`src/hw/rtl/rrsp_pkg.sv`:
```
// Shared types and constants for the replay record stream parser.
// Used by rrsp_parser and replay_record_stream_parser; no dependencies.
package rrsp_pkg;

  // Parse phases of the byte walker
  typedef enum logic [3:0] {
    PH_MAGIC,
    PH_HEADER,
    PH_TYPE,
    PH_LEN_LO,
    PH_LEN_HI,
    PH_DATA,
    PH_STR,
    PH_NUM,
    PH_STOP
  } phase_t;

  // File layout
  localparam logic [32:0] MIN_FILE_LEN = 33'd400;
  localparam logic [32:0] HDR_LEN_V0   = 33'd272;
  localparam logic [32:0] HDR_LEN_V1   = 33'd400;
  localparam logic [31:0] PLAYER_OFS_LO = 32'd268;
  localparam logic [31:0] PLAYER_OFS_HI = 32'd271;

  // Magic words, first file byte in the low byte
  localparam logic [31:0] SIG_V0 = 32'h3043_524B;
  localparam logic [31:0] SIG_V1 = 32'h3143_524B;

  // Record types
  localparam logic [7:0] REC_INPUT = 8'h12;
  localparam logic [7:0] REC_DROP  = 8'h14;
  localparam logic [7:0] REC_CHAT  = 8'h08;

  // Summary status codes
  localparam logic [1:0] STATUS_OK        = 2'd0;
  localparam logic [1:0] STATUS_SHORT     = 2'd1;
  localparam logic [1:0] STATUS_BAD_MAGIC = 2'd2;

  // Result kinds
  localparam logic KIND_DATA    = 1'b0;
  localparam logic KIND_SUMMARY = 1'b1;

  // What one parsed byte produces (besides zero fill)
  typedef struct packed {
    logic        has_data;
    logic [7:0]  data_byte;
    logic        has_sum;
    logic [30:0] sum_frames;
    logic [30:0] sum_delays;
    logic [1:0]  sum_status;
  } parse_res_t;

endpackage

```
`src/hw/rtl/rrsp_parser.sv`:
```
// Byte walker of the replay parser: header checks, record state and counters.
// Depends on rrsp_pkg; instantiated by replay_record_stream_parser.
module rrsp_parser #(
  parameter int MAX_PLAYERS = 4,
  parameter int PW = 3,
  parameter int FW = 5
) (
  input  logic                 clk,
  input  logic                 rst_n,
  input  logic                 take,
  input  logic [7:0]           byte_value,
  input  logic                 last_byte,
  input  logic [31:0]          file_length,
  output rrsp_pkg::parse_res_t res,
  output logic [PW-1:0]        players,
  output logic [FW-1:0]        fill_cnt
);
  import rrsp_pkg::*;

  phase_t      phase_r, phase_nxt;
  logic [31:0] pos_r, pos_nxt;
  logic [1:0]  magic_r, magic_nxt;
  logic [31:0] pword_r, pword_nxt;
  logic [15:0] rec_len_r, rec_len_nxt;
  logic [15:0] data_left_r, data_left_nxt;
  logic [1:0]  nulls_r, nulls_nxt;
  logic [2:0]  skip_r, skip_nxt;
  logic        no_data_r, no_data_nxt;
  logic [30:0] frames_r, frames_nxt;
  logic [30:0] delays_r, delays_nxt;
  logic [1:0]  err_r, err_nxt;

  logic [32:0] pos33;
  logic [32:0] len33;
  logic [32:0] hdr_len;
  logic [15:0] len_full;
  logic        parse_en;

  // Clamp the raw player word to 1..MAX_PLAYERS
  function automatic logic [PW-1:0] clamp_players(input logic [31:0] w);
    logic [PW-1:0] r;
    if (w == 32'd0 || w[31]) begin
      r = PW'(1);
    end else if (w > 32'(MAX_PLAYERS)) begin
      r = PW'(MAX_PLAYERS);
    end else begin
      r = w[PW-1:0];
    end
    return r;
  endfunction

  assign pos33    = {1'b0, pos_r};
  assign len33    = {1'b0, file_length};
  assign hdr_len  = magic_r[1] ? HDR_LEN_V1 : HDR_LEN_V0;
  assign len_full = {byte_value, rec_len_r[7:0]};
  assign parse_en = (len33 >= MIN_FILE_LEN) && (pos_r < file_length);

  // Next state and results for the byte on the input
  always_comb begin
    phase_nxt     = phase_r;
    pos_nxt       = (pos_r == '1) ? pos_r : pos_r + 32'd1;
    magic_nxt     = magic_r;
    pword_nxt     = pword_r;
    rec_len_nxt   = rec_len_r;
    data_left_nxt = data_left_r;
    nulls_nxt     = nulls_r;
    skip_nxt      = skip_r;
    no_data_nxt   = no_data_r;
    frames_nxt    = frames_r;
    delays_nxt    = delays_r;
    err_nxt       = err_r;
    res           = '0;
    fill_cnt      = '0;
    players       = '0;

    if (parse_en) begin
      unique case (phase_r)
        PH_MAGIC: begin
          if (pos_r < 32'd4) begin
            if (byte_value != SIG_V0[{pos_r[1:0], 3'b000} +: 8]) magic_nxt[0] = 1'b0;
            if (byte_value != SIG_V1[{pos_r[1:0], 3'b000} +: 8]) magic_nxt[1] = 1'b0;
          end
          if (pos_r >= 32'd3) begin
            if (magic_nxt == 2'b00) begin
              err_nxt   = STATUS_BAD_MAGIC;
              phase_nxt = PH_STOP;
            end else begin
              phase_nxt = PH_HEADER;
            end
          end
        end
        PH_HEADER: begin
          if (pos_r >= PLAYER_OFS_LO && pos_r <= PLAYER_OFS_HI) begin
            pword_nxt = pword_r | ({24'd0, byte_value} << {pos_r[1:0], 3'b000});
          end
          if (pos33 + 33'd1 >= hdr_len) phase_nxt = PH_TYPE;
        end
        PH_TYPE: begin
          priority if (pos33 + 33'd1 >= len33) begin
            phase_nxt = PH_STOP;
          end else if (byte_value == REC_INPUT) begin
            phase_nxt = (pos33 + 33'd3 > len33) ? PH_STOP : PH_LEN_LO;
          end else if (byte_value == REC_DROP) begin
            nulls_nxt = 2'd1;
            skip_nxt  = 3'd4;
            phase_nxt = PH_STR;
          end else if (byte_value == REC_CHAT) begin
            nulls_nxt = 2'd2;
            skip_nxt  = 3'd0;
            phase_nxt = PH_STR;
          end else begin
            phase_nxt = PH_STOP;
          end
        end
        PH_LEN_LO: begin
          rec_len_nxt = {8'd0, byte_value};
          phase_nxt   = PH_LEN_HI;
        end
        PH_LEN_HI: begin
          rec_len_nxt = len_full;
          priority if (len_full == 16'd0) begin
            fill_cnt   = FW'({clamp_players(pword_r), 2'b00});
            frames_nxt = frames_r + 31'd1;
            if (no_data_r) delays_nxt = delays_r + 31'd1;
            phase_nxt  = PH_TYPE;
          end else if (pos33 + 33'd1 + {17'd0, len_full} > len33) begin
            phase_nxt = PH_STOP;
          end else begin
            no_data_nxt   = 1'b0;
            frames_nxt    = frames_r + 31'd1;
            data_left_nxt = len_full;
            phase_nxt     = PH_DATA;
          end
        end
        PH_DATA: begin
          res.has_data  = 1'b1;
          res.data_byte = byte_value;
          data_left_nxt = data_left_r - 16'd1;
          if (data_left_r == 16'd1) phase_nxt = PH_TYPE;
        end
        PH_STR: begin
          if (byte_value == 8'd0) begin
            nulls_nxt = nulls_r - 2'd1;
            if (nulls_r == 2'd1) phase_nxt = (skip_r != 3'd0) ? PH_NUM : PH_TYPE;
          end
        end
        PH_NUM: begin
          skip_nxt = skip_r - 3'd1;
          if (skip_r == 3'd1) phase_nxt = PH_TYPE;
        end
        default: begin
          phase_nxt = phase_r;
        end
      endcase
    end

    // Player count as it stands after this byte
    players = clamp_players(pword_nxt);

    // Close the file: report and start over
    if (last_byte) begin
      res.has_sum    = 1'b1;
      res.sum_frames = frames_nxt;
      res.sum_delays = delays_nxt;
      res.sum_status = (len33 < MIN_FILE_LEN) ? STATUS_SHORT : err_nxt;
      phase_nxt      = PH_MAGIC;
      pos_nxt        = '0;
      magic_nxt      = 2'b11;
      pword_nxt      = '0;
      rec_len_nxt    = '0;
      data_left_nxt  = '0;
      nulls_nxt      = '0;
      skip_nxt       = '0;
      no_data_nxt    = 1'b1;
      frames_nxt     = '0;
      delays_nxt     = '0;
      err_nxt        = STATUS_OK;
    end
  end

  // Advance parse state on each accepted item
  always_ff @(posedge clk) begin
    if (!rst_n) begin
      phase_r     <= PH_MAGIC;
      pos_r       <= '0;
      magic_r     <= 2'b11;
      pword_r     <= '0;
      rec_len_r   <= '0;
      data_left_r <= '0;
      nulls_r     <= '0;
      skip_r      <= '0;
      no_data_r   <= 1'b1;
      frames_r    <= '0;
      delays_r    <= '0;
      err_r       <= STATUS_OK;
    end else if (take) begin
      phase_r     <= phase_nxt;
      pos_r       <= pos_nxt;
      magic_r     <= magic_nxt;
      pword_r     <= pword_nxt;
      rec_len_r   <= rec_len_nxt;
      data_left_r <= data_left_nxt;
      nulls_r     <= nulls_nxt;
      skip_r      <= skip_nxt;
      no_data_r   <= no_data_nxt;
      frames_r    <= frames_nxt;
      delays_r    <= delays_nxt;
      err_r       <= err_nxt;
    end
  end

endmodule

```
`src/hw/rtl/replay_record_stream_parser.sv`:
```
// Top level of the replay record stream parser: config register, input
// handshake and result sequencing. Depends on rrsp_pkg and rrsp_parser.
//
// The block takes one file byte per cycle while in_stall is low and gives
// out the data bytes of input records, zero fill for empty input records and
// one summary item at the byte marked last. Write cfg_file_length before the
// file starts (the port is always ready). Most bytes yield zero or one result,
// so input and output run back to back. A zero-length input record yields
// players*4 fill items, one per cycle from the output register while out_stall
// is low, and holds in_stall high until the last is loaded into the output
// register; a last byte that also yields data or fill sends its summary after
// them. out_stall holds in_stall too. There is no clearing pass after reset.
module replay_record_stream_parser #(
  parameter int MAX_PLAYERS = 4,
  localparam int PW = $clog2(MAX_PLAYERS + 1),
  localparam int FW = $clog2(4 * MAX_PLAYERS + 1)
) (
  input  logic          clk,
  input  logic          rst_n,
  // configuration
  input  logic          cfg_valid,
  output logic          cfg_ready,
  input  logic [31:0]   cfg_file_length,
  // byte input
  input  logic          in_valid,
  output logic          in_stall,
  input  logic [7:0]    in_byte_value,
  input  logic          in_last_byte,
  // results
  output logic          out_valid,
  input  logic          out_stall,
  output logic          out_item_kind,
  output logic [7:0]    out_byte,
  output logic [30:0]   out_frame_total,
  output logic [30:0]   out_delay_total,
  output logic [1:0]    out_status_code,
  output logic [PW-1:0] out_players_used,
  output logic          out_run_end
);
  import rrsp_pkg::*;

  logic [31:0]   file_len_r;

  parse_res_t    res;
  logic [PW-1:0] players;
  logic [FW-1:0] fill_cnt;

  logic          out_free, more, take;

  // output register
  logic          out_valid_r, out_valid_nxt;
  logic          kind_r, kind_nxt;
  logic [7:0]    byte_r, byte_nxt;
  logic [30:0]   frames_r, frames_nxt;
  logic [30:0]   delays_r, delays_nxt;
  logic [1:0]    status_r, status_nxt;
  logic [PW-1:0] players_r, players_nxt;
  logic          run_end_r, run_end_nxt;

  // pending part of a burst
  logic [FW-1:0] fill_left_r, fill_left_nxt;
  logic          sum_pend_r, sum_pend_nxt;
  logic [30:0]   sum_frames_r, sum_frames_nxt;
  logic [30:0]   sum_delays_r, sum_delays_nxt;
  logic [1:0]    sum_status_r, sum_status_nxt;
  logic [PW-1:0] burst_pl_r, burst_pl_nxt;

  // Hold the file length
  assign cfg_ready = 1'b1;

  always_ff @(posedge clk) begin
    if (!rst_n) begin
      file_len_r <= '0;
    end else if (cfg_valid) begin
      file_len_r <= cfg_file_length;
    end
  end

  // Take a byte when the output register frees up and no burst remains
  assign out_free = !out_valid_r || !out_stall;
  assign more     = (fill_left_r != '0) || sum_pend_r;
  assign in_stall = !out_free || more;
  assign take     = in_valid && !in_stall;

  rrsp_parser #(
    .MAX_PLAYERS (MAX_PLAYERS),
    .PW          (PW),
    .FW          (FW)
  ) u_parser (
    .clk         (clk),
    .rst_n       (rst_n),
    .take        (take),
    .byte_value  (in_byte_value),
    .last_byte   (in_last_byte),
    .file_length (file_len_r),
    .res         (res),
    .players     (players),
    .fill_cnt    (fill_cnt)
  );

  // Sequence results: data or fill first, summary last
  always_comb begin
    out_valid_nxt  = out_valid_r;
    kind_nxt       = kind_r;
    byte_nxt       = byte_r;
    frames_nxt     = frames_r;
    delays_nxt     = delays_r;
    status_nxt     = status_r;
    players_nxt    = players_r;
    run_end_nxt    = run_end_r;
    fill_left_nxt  = fill_left_r;
    sum_pend_nxt   = sum_pend_r;
    sum_frames_nxt = sum_frames_r;
    sum_delays_nxt = sum_delays_r;
    sum_status_nxt = sum_status_r;
    burst_pl_nxt   = burst_pl_r;

    if (out_free) begin
      out_valid_nxt = 1'b0;
      if (more) begin
        out_valid_nxt = 1'b1;
        players_nxt   = burst_pl_r;
        if (fill_left_r != '0) begin
          kind_nxt      = KIND_DATA;
          byte_nxt      = 8'd0;
          frames_nxt    = '0;
          delays_nxt    = '0;
          status_nxt    = STATUS_OK;
          fill_left_nxt = fill_left_r - FW'(1);
          run_end_nxt   = (fill_left_r == FW'(1)) && !sum_pend_r;
        end else begin
          kind_nxt     = KIND_SUMMARY;
          byte_nxt     = 8'd0;
          frames_nxt   = sum_frames_r;
          delays_nxt   = sum_delays_r;
          status_nxt   = sum_status_r;
          sum_pend_nxt = 1'b0;
          run_end_nxt  = 1'b1;
        end
      end else if (take) begin
        burst_pl_nxt   = players;
        sum_frames_nxt = res.sum_frames;
        sum_delays_nxt = res.sum_delays;
        sum_status_nxt = res.sum_status;
        sum_pend_nxt   = res.has_sum;
        players_nxt    = players;
        priority if (res.has_data) begin
          out_valid_nxt = 1'b1;
          kind_nxt      = KIND_DATA;
          byte_nxt      = res.data_byte;
          frames_nxt    = '0;
          delays_nxt    = '0;
          status_nxt    = STATUS_OK;
          run_end_nxt   = !res.has_sum;
        end else if (fill_cnt != '0) begin
          out_valid_nxt = 1'b1;
          kind_nxt      = KIND_DATA;
          byte_nxt      = 8'd0;
          frames_nxt    = '0;
          delays_nxt    = '0;
          status_nxt    = STATUS_OK;
          fill_left_nxt = fill_cnt - FW'(1);
          run_end_nxt   = (fill_cnt == FW'(1)) && !res.has_sum;
        end else if (res.has_sum) begin
          out_valid_nxt = 1'b1;
          kind_nxt      = KIND_SUMMARY;
          byte_nxt      = 8'd0;
          frames_nxt    = res.sum_frames;
          delays_nxt    = res.sum_delays;
          status_nxt    = res.sum_status;
          sum_pend_nxt  = 1'b0;
          run_end_nxt   = 1'b1;
        end else begin
          out_valid_nxt = 1'b0;
        end
      end
    end
  end

  // Control registers
  always_ff @(posedge clk) begin
    if (!rst_n) begin
      out_valid_r <= 1'b0;
      fill_left_r <= '0;
      sum_pend_r  <= 1'b0;
    end else begin
      out_valid_r <= out_valid_nxt;
      fill_left_r <= fill_left_nxt;
      sum_pend_r  <= sum_pend_nxt;
    end
  end

  // Payload registers
  always_ff @(posedge clk) begin
    kind_r       <= kind_nxt;
    byte_r       <= byte_nxt;
    frames_r     <= frames_nxt;
    delays_r     <= delays_nxt;
    status_r     <= status_nxt;
    players_r    <= players_nxt;
    run_end_r    <= run_end_nxt;
    sum_frames_r <= sum_frames_nxt;
    sum_delays_r <= sum_delays_nxt;
    sum_status_r <= sum_status_nxt;
    burst_pl_r   <= burst_pl_nxt;
  end

  assign out_valid        = out_valid_r;
  assign out_item_kind    = kind_r;
  assign out_byte         = byte_r;
  assign out_frame_total  = frames_r;
  assign out_delay_total  = delays_r;
  assign out_status_code  = status_r;
  assign out_players_used = players_r;
  assign out_run_end      = run_end_r;

endmodule
```
`config.mk`:
```
export PLATFORM = sky130hd
export DESIGN_NAME = replay_record_stream_parser
export DESIGN_NICKNAME = d
export VERILOG_FILES = /design/src/hw/rtl/rrsp_pkg.sv /design/src/hw/rtl/rrsp_parser.sv /design/src/hw/rtl/replay_record_stream_parser.sv
export SDC_FILE = /design/constraint.sdc
export NUM_CORES = 1
export LEC_CHECK = 0
export BUFFER_PORTS_ARGS = -buffer_cell sky130_fd_sc_hd__buf_2
export CAP_MARGIN = 20
export CORE_ASPECT_RATIO = 0.8
export CORE_UTILIZATION = 25
export CTS_BUF_LIST = sky130_fd_sc_hd__clkbuf_2 sky130_fd_sc_hd__clkbuf_4 sky130_fd_sc_hd__clkbuf_8
export CTS_CLUSTER_DIAMETER = 60
export DETAILED_ROUTE_END_ITERATION = 12
export PLACE_DENSITY = 0.37
export SKIP_LAST_GASP = 1
export SLEW_MARGIN = 20
export SYNTH_ARGS = -nofsm -noshare
export SYNTH_HDL_FRONTEND = slang
export SYNTH_SLANG_ARGS = --single-unit
```
`constraint.sdc`:
```
create_clock -name clk -period 8.1 [get_ports clk]
set_input_delay 1.62 -clock clk [delete_from_list [all_inputs] [get_ports clk]]
set_output_delay 1.62 -clock clk [all_outputs]
set_load 0.03 [all_outputs]
```
; Yosys cells after proc, flatten, opt, wreduce, memory -nomap -nowiden
; Cells that the tools add are included.
[word_totals]
elab_cells = 278
register_bits = 347
[op_classes]
order_cmp = 13
bitwise_logic = 2
add_sub_neg = 11
eq_ne = 36
mux = 137
reduce_logical = 49
n_shift = 3
[op_table]
columns = op, count
row1 = 2-to-1 mux 31 bit, 22
row2 = 2-to-1 mux 32 bit, 6
row3 = greater-than comparator 33 x 32 -> 1 bit, 2
row4 = 2-to-1 mux 65 bit, 1
row5 = greater-or-equal comparator 32 x 9 -> 1 bit (second input constant), 2
row6 = greater-than comparator 32 x 3 -> 1 bit (second input constant), 2
row7 = zero test 32 bit, 2
row8 = 2-to-1 mux 16 bit, 4
row9 = 2-to-1 mux 4 bit, 16
row10 = indexed part select 32 x 6 -> 8 bit (first input constant), 2
row11 = adder 31 x 1 -> 31 bit (second input constant), 2
row12 = 2-to-1 mux 8 bit, 7
row13 = 2-to-1 mux 2 bit, 25
row14 = 2-to-1 mux 5 bit, 8
row15 = 2-to-1 mux 3 bit, 13
row16 = adder 32 x 1 -> 33 bit (second input constant), 1
row17 = adder 32 x 2 -> 33 bit (second input constant), 1
row18 = adder 33 x 16 -> 33 bit, 1
row19 = greater-or-equal comparator 33 x 32 -> 1 bit, 1
row20 = greater-or-equal comparator 33 bit, 1
row21 = adder 32 x 1 -> 32 bit (second input constant), 1
row22 = == test 32 bit (second input constant), 1
row23 = greater-or-equal comparator 32 x 2 -> 1 bit (second input constant), 1
row24 = less-or-equal comparator 32 x 9 -> 1 bit (second input constant), 1
row25 = other kinds (51), 128

; Longest topological paths before layout
; Gate-level depths: netlist (run 1).
[logic_depth]
depth_word = 19
depth_mapped = 29
ltp_nobuf = 25

; Hierarchy
; Synthesis (run 1) repeated with hierarchy kept, for this count alone.
[hier_totals]
cells_unflattened = 2438
hier_area_um2 = 21987.3
[by_module_without_submodules]
columns = mod, cells_each, area_each_um2, n_inst, seq_area_each_um2
row1 = rrsp_parser, 2013, 15038.2, 1, 3283.1
row2 = replay_record_stream_parser, 425, 6949.2, 1, 5104.9

; Least setup slack after synthesis (run 1)
; No wires, ideal clock.
[synth_path]
kind = input-to-reg
startpoint = input in_byte_value[1]
endpoint = register sum_frames_r[22], data pin
setup_ns = 0.273
path_slack_ns = 1.890
t_arrival_ns = 5.937
stages = 22
n_path_buf = 3
cell_sequence = ha_1 a21o_1 a2111oi_0 a221oi_1 and2_1 o21ai_0 nand2b_1 nor3_1 xnor2_1 ha_1 a211o_1 o211ai_1 a21oi_1 o31ai_1 nand3_1 a31o_2 o31a_1 buf_4 buf_6 buf_6 o311ai_0 o41ai_1
[synth_lines]
columns = element, line_no
row1 = from (decl), replay_record_stream_parser.sv:27  ; input logic [7:0] in_byte_value,
row2 = to (signal assigned), replay_record_stream_parser.sv:202  ; sum_frames_r <= sum_frames_nxt;
row3 = to (decl), replay_record_stream_parser.sv:63  ; logic [30:0] sum_frames_r, sum_frames_nxt;

==> key figures, run 1 <==
Global route
  – Via count of the first global-routing pass: ~20000
  – Antenna violations before repair: 4
  – Largest net degree at the start of global routing: 66
  – Total congestion overflow: 0
  – First-pass GRT wire length: 128000 um
  – All-layer global routing usage: 18.5%

Worst setup path
  – Worst EP arrival: just over 8 ns
  – CP Capture Type: flop
  – CP startpoint kind: flop
  – Data required, critical path: 8.57 ns
  – Crit path max fanout: 55
  – Crit Path Category: reg2reg

Placed design
  – HPWL after detailed placement: 59900 um
  – Placement Cell Area: 24400 sq um
  – IO Port Bufs: between 100 and 150
  – GP Congestion: 0.884
  – Placed cells: 3821

Synth
  – Post-synth EDFFs: 144
  – Sequential fraction of the synthesis area: between 30% and 40%
  – Post-synthesis cell type count: 88
  – Syn avg cell area: approximately 8.6 sq um
  – Seq cells post-synth: 347
  – Synth Flop Type: dfxtp_1
  – Syn. warnings: 0
  – Syn Nets: 2829
  – Mapped Area: between 20000 and 25000 sq um
  – Post-synth ARST share: 0%
  – Post-synthesis cell count: 2616

Timing
  – Clock skew: 0.0565 ns
  – Slew Viols, Final: 0
  – Max transition margin: 21.8%
  – Unrepaired setup endpoints after global routing: no
  – Final TNS setup: 0 ns
  – Final setup fails: 0
  – Post-layout min period: 7.70 ns
  – Actual slew at the worst max-slew pin: 1.16 ns
  – Final period util: 95.1%
  – Highest clock rate: 130 MHz
  – Final Hold Viols: 0

Clock network
  – Worst-path clk slew: 0.06 ns
  – CTS max path bufs: 3
  – Root Driver: clkbuf_8
  – Post-cts resize count: 0
  – Setup Buffers After CTS: 0
  – CTS buffer count: 71
  – Clk_lat worst skew: 0.69 ns
  – Hold_buf cts: 0
  – Clk sink count: 347
  – TritonCTS clock tree: yes
  – H-tree Lvls: 3

Route
  – DRT iter0 DRCs: 1666
  – Routed via count: 20700
  – DRT antenna net count: 0
  – Vias per std cell: 5.24
  – Final WL: approximately 86000 um
  – Wire length per cell: 21.7 um
  – Post-route DRC violation count: 0
  – Detailed Routing Iterations Pass 1: 5

Floorplanning
  – Die H: 270 um
  – Die span in x: 337 um
  – Boundary Pins: approximately 130
  – Initial Util: around a quarter
  – # rows: 97
  – Die footprint: 91100 sq um
  – Core Footprint: around 88000 sq um

Layout
  – Share of cells above drive strength 1: 12.8%
  – Nets: between 2000 and 3000
  – Area growth, synth to finish: 15.6%
  – Final Non-Filler Cells: 3955
  – Finished layout cell area: 26000 sq um
  – Final core area utilization: 29.4%

Power and ir drop
  – PnR Total Power: 0.00600 W
  – Pwr/cell area: about 230 nW/um^2
  – P_leak: roughly 10 nW
  – Highest ir drop seen on vdd: 136 uV

Min path
  – Hold crit path type: reg2reg

Run status
  – Status: complete, no violations

Run
  – Max-cap violations: 0
-- layout make-up --
class,instances,area [sq um]
Multi-Input combinational cell,1989,13000
Clock buffer,110,1330
Tap cell,1188,1490
Sequential cell,347,8390
Fill cell,9331,62300
Inverter,106,404
Clock inverter,21,196
Antenna cell,3,7.51
Timing Repair Buffer,191,1170
-- metrics by stage --
stage                     setup WS [ns]  hold slack, ns
after global placement            0.602           0.444
after floorplan                    1.89           0.426
after global routing             0.0170           0.474
after detailed placement          0.698           0.452
after CTS                         0.559           0.460
final                             0.401           0.455
-- worst paths after layout --
check	cells past startpoint	slack, ns	from	endpoint
worst min-delay path	2	0.45	u_parser.err_r[1]$_SDFFE_PN0P_	u_parser.err_r[1]$_SDFFE_PN0P_
worst min register to register	2	0.45	u_parser.err_r[1]$_SDFFE_PN0P_	u_parser.err_r[1]$_SDFFE_PN0P_
worst max register to register	24	0.40	u_parser.pos_r[1]$_SDFFE_PN0P_	sum_frames_r[12]$_DFFE_PP_
worst max-delay path	24	0.40	u_parser.pos_r[1]$_SDFFE_PN0P_	sum_frames_r[12]$_DFFE_PP_
-- kinds of logic (layout without fill, tap and decap cells) --
logic type      Yosys count  in the layout  share of synthesized area, %
compound gates          656            656                          19.0
xor+xnor                123            123                          4.83
fa+ha+maj               167            167                          9.34
buf+inv                 280            428                          5.16
flops                   347            347                          37.3
mux                      45             45                          2.02
other cells               1              4                        0.0167
simple gates            997            997                          22.3
-- Yosys cell counts (34+ instances only) --
library cell,instances,area [sq um]
a22oi_1,34,255
mux2i_1,43,430
nor2_1,243,912
ha_1,166,2080
xor2_1,47,412
nand4_1,60,375
nand2_1,227,852
inv_1,106,398
o211ai_1,47,353
dfxtp_1,203,4060
edfxtp_1,144,4320
or3_1,54,338
nor3_1,88,440
xnor2_1,75,657
a21oi_1,161,806
a31oi_1,62,388
clkbuf_1,128,480
nor4_1,47,294
o21ai_0,139,696
nand3_1,113,566
-- worst max-delay path, stage by stage (launching register included) --
cell and delay, ns:
dfxtp_1 0.55, ha_1 0.56, inv_1 0.26, nor4_1 0.33, buf_4 0.19, xor2_1 0.13
ha_1 0.28, a2111oi_0 0.63, nand4b_1 0.24, and2_1 0.24, o21ai_0 0.71, nand2b_1 0.29
nor3_1 0.08, xnor2_1 0.16, ha_1 0.30, a211o_1 0.29, o211ai_1 0.08, a21oi_1 0.10
o31ai_1 0.32, nand3_1 0.20, a31o_2 0.28, o31a_2 0.31, buf_12 0.20, or4_1 0.52
a21oi_1 0.20
-- report_power, final --
group | internal, W | total, W | switching [W] | leakage, nW
clock network | 0.00115 | 0.00202 | 0.000870 | 0.810
logic | 0.000370 | 0.00166 | 0.00129 | 6.14
registers | 0.00221 | 0.00232 | 0.000113 | 3.09
-- cells in the final DEF, fill, tap and decap left out, types with 47 or more instances in the layout --
master	count
xor2_1	47
buf_4	63
nor2_1	242
nand3_1	112
o21ai_0	139
dfxtp_1	203
edfxtp_1	144
xnor2_1	75
or3_1	54
a21oi_1	161
ha_1	166
nor3_1	88
o211ai_1	47
nand2_1	227
clkbuf_8	81
inv_1	102
nand4_1	60
a31oi_1	62
buf_2	124
-- state kept, by name, summed over array words and instances, names as in the netlist, 4 cells and up --
register / count
u_parser.rec_len_r: 8
u_parser.pos_r: 32
u_parser.data_left_r: 16
sum_delays_r: 31
out_delay_total: 31
u_parser.pword_r: 32
sum_frames_r: 31
file_len_r: 32
out_byte: 8
out_frame_total: 31
u_parser.phase_r: 4
fill_left_r: 5
u_parser.frames_r: 31
u_parser.delays_r: 31
-- routing by layer --
metal / up-vias / part of all wire (%) / track usage (%)
li1: 9915 / - / -
met1: 10100 / 50 / 27.1
met2: 586 / 42 / 26.9
met3: 138 / 5.7 / 3.64
met4: 2 / 2.6 / 5.78
met5: - / 0.0093 / 0
No activity file was read; power rests on OpenSTA's default activity.
==> run 2: changes to the inputs <==
--- a/config.mk
+++ b/config.mk
@@ -8,11 +8,11 @@
 export BUFFER_PORTS_ARGS = -buffer_cell sky130_fd_sc_hd__buf_2
 export CAP_MARGIN = 20
 export CORE_ASPECT_RATIO = 0.8
-export CORE_UTILIZATION = 25
+export CORE_UTILIZATION = 28
 export CTS_BUF_LIST = sky130_fd_sc_hd__clkbuf_2 sky130_fd_sc_hd__clkbuf_4 sky130_fd_sc_hd__clkbuf_8
 export CTS_CLUSTER_DIAMETER = 60
 export DETAILED_ROUTE_END_ITERATION = 12
-export PLACE_DENSITY = 0.37
+export PLACE_DENSITY = 0.54
 export SKIP_LAST_GASP = 1
 export SLEW_MARGIN = 20
 export SYNTH_ARGS = -nofsm -noshare
==> constraint.sdc (replaced) <==
create_clock -name clk -period 8.1 [get_ports clk]
set_input_delay 1.62 -clock clk [delete_from_list [all_inputs] [get_ports clk]]
set_output_delay 1.62 -clock clk [all_outputs]
set_load 0.01 [all_outputs]
==> key figures, run 2 (synthesis results as in run 1) <==
Run status
  – Status: complete, no violations

Layout
  – Nets: between 2000 and 3000
  – Most frequent cells in the layout: nor2_1, nand2_1, dfxtp_1, ha_1, a21oi_1
  – Fillers: about 8200
  – Register Area: ~8400 sq um
  – Share of cells above drive strength 1: 12.7%
  – Area growth, synth to finish: 14.6%
  – Regs by FF count: file_len_r: 32 flops, u_parser.pos_r: 32 flops, u_parser.pword_r: 32 flops
  – Area of the multi-input gates: roughly 13000 sq um
  – Final Non-Filler Cells: 3791
  – Most common cell after layout, fill and taps aside: nor2_1

Global route
  – First-pass GRT wire length: 118000 um
  – All-layer global routing usage: between 10% and 20%
  – Via count of the first global-routing pass: between 15000 and 20000
  – Antenna violations before repair: 1
  – Total congestion overflow: 0
  – Largest net degree at the start of global routing: between 70 and 80

Timing
  – Final Hold Viols: 0
  – Unrepaired setup endpoints after global routing: no
  – Final setup fails: 0
  – Final TNS setup: 0 ns
  – Final period util: 95.2%
  – Final worst setup slack: 0.386 ns
  – Actual slew at the worst max-slew pin: 1.07 ns
  – Max transition margin: 28.3%
  – Hold WS: 0.451 ns
  – Clock skew: 0.0396 ns
  – Post-layout min period: 7.71 ns
  – Highest clock rate: 130 MHz
  – Slew Viols, Final: 0

Worst setup path
  – Worst EP arrival: around 8.1 ns
  – Worst r2r path cells: 24
  – Reg2reg end: sum_frames_r[22]$_DFFE_PP_
  – Reg2reg setup slack: 0.39 ns
  – CP startpoint kind: flop
  – Data required, critical path: 8.49 ns
  – Crit Path Category: reg2reg
  – CP Capture Type: flop
  – Worst R2R Start: u_parser.pos_r[0]$_SDFFE_PN0P_
  – Crit path max fanout: a little over 40

Route
  – Final WL: between 70000 and 80000 um
  – Routed via count: a little over 20000
  – DRT iter0 DRCs: about 2000
  – Detailed Routing Iterations Pass 1: 6
  – DRT antenna net count: 0
  – Vias per std cell: approximately 5.4
  – Wire length per cell: just over 20 um
  – Post-route DRC violation count: 0

Clock network
  – Worst-path clk slew: ~0.060 ns
  – H-tree Lvls: 3
  – CTS buffer count: 70
  – Root Driver: clkbuf_8
  – Setup Buffers After CTS: 0
  – CTS max path bufs: 3
  – Hold_buf cts: 0
  – Clk sink count: about 350
  – Post-cts resize count: 0
  – Clk_lat worst skew: 0.66 ns
  – TritonCTS clock tree: yes

Min path
  – Hold crit path type: reg2reg
  – Hold endpoint: u_parser.err_r[1]$_SDFFE_PN0P_
  – Min-delay src: u_parser.err_r[1]$_SDFFE_PN0P_
  – WHS Path Cells: 2

Floorplanning
  – Initial Util: 28.4%
  – # rows: 92
  – Die span in x: 319 um
  – Die H: 255 um
  – Die footprint: 81400 sq um
  – Boundary Pins: 126
  – Core Footprint: 79100 sq um

Placed design
  – GP Congestion: 0.964
  – Placed cells: approximately 3700
  – IO Port Bufs: 124
  – Post-Place Worst Slack: 0.616 ns
  – HPWL after detailed placement: 54400 um

Power and ir drop
  – P_leak: between 10 and 15 nW
  – Highest ir drop seen on vdd: 182 uV
  – PnR Total Power: 0.00576 W
  – Pwr/cell area: 224 nW/um^2

Run
  – Max-cap violations: 0
run 2: per-layer routing:
layer	track usage [%]	vias up	wire length [um]
met5	0	-	0
met2	26.3	798	31400
met1	28.0	9821	38100
met4	4.28	0	1530
li1	-	9899	-
met3	3.95	103	6490
run 2: worst max path at each step:
stage,slack [ns],cells after the start,to,from
6_report,0.39,24,sum_frames_r[22]$_DFFE_PP_,u_parser.pos_r[0]$_SDFFE_PN0P_
5_1_grt,0.008,24,sum_frames_r[24]$_DFFE_PP_,u_parser.pos_r[0]$_SDFFE_PN0P_
4_1_cts,0.58,24,sum_frames_r[22]$_DFFE_PP_,u_parser.pos_r[0]$_SDFFE_PN0P_
3_5_place_dp,0.62,24,sum_frames_r[22]$_DFFE_PP_,u_parser.pos_r[0]$_SDFFE_PN0P_
3_3_place_gp,0.87,25,sum_frames_r[22]$_DFFE_PP_,u_parser.pos_r[0]$_SDFFE_PN0P_
2_1_floorplan,1.89,22,sum_frames_r[22]$_DFFE_PP_,in_byte_value[1]
run 2: worst max-delay path: stages (launching register included):
cell and delay [ns]:
dfxtp_1 0.62, nand3_1 0.40, nor3_1 0.38, xor2_1 0.43, ha_1 0.35, a21o_1 0.21, a2111oi_0 0.82, a221oi_1 0.28
and2_1 0.23, o21ai_0 0.18, buf_4 0.16, nand2b_1 0.20, nor3_1 0.08, xnor2_1 0.15, ha_1 0.30, a211o_1 0.29
o211ai_1 0.09, a21oi_1 0.10, o31ai_1 0.29, nand3_1 0.19, a31o_2 0.34, o31a_2 0.56, buf_4 0.30, o311ai_0 0.33
o41ai_1 0.14
run 2: report_power, final:
| part | switching, W | internal, W |
|---|---|---|
| Sequential | 0.000121 | 0.00221 |
| Clock | 0.000856 | 0.00121 |
| Combinational | 0.000996 | 0.000373 |
| Total | 0.00197 | 0.00379 |
run 2: cell type report:
cell class,instances,share of cell area [%]
Inverter,106,1.57
Tap cell,1034,5.03
Clock inverter,20,0.963
Multi-Input combinational cell,1989,50.4
Timing Repair Buffer,186,4.27
Antenna cell,1,0.00972
Clock buffer,108,5.14
Sequential cell,347,32.6
run 2: per-stage QoR:
stage               utilization, %  area, sq um
finish                        32.5        25700
global route                  32.5        25700
CTS                           32.5        25700
detailed placement            30.5        24200
global placement              30.5        24200
floorplan                        -        22500
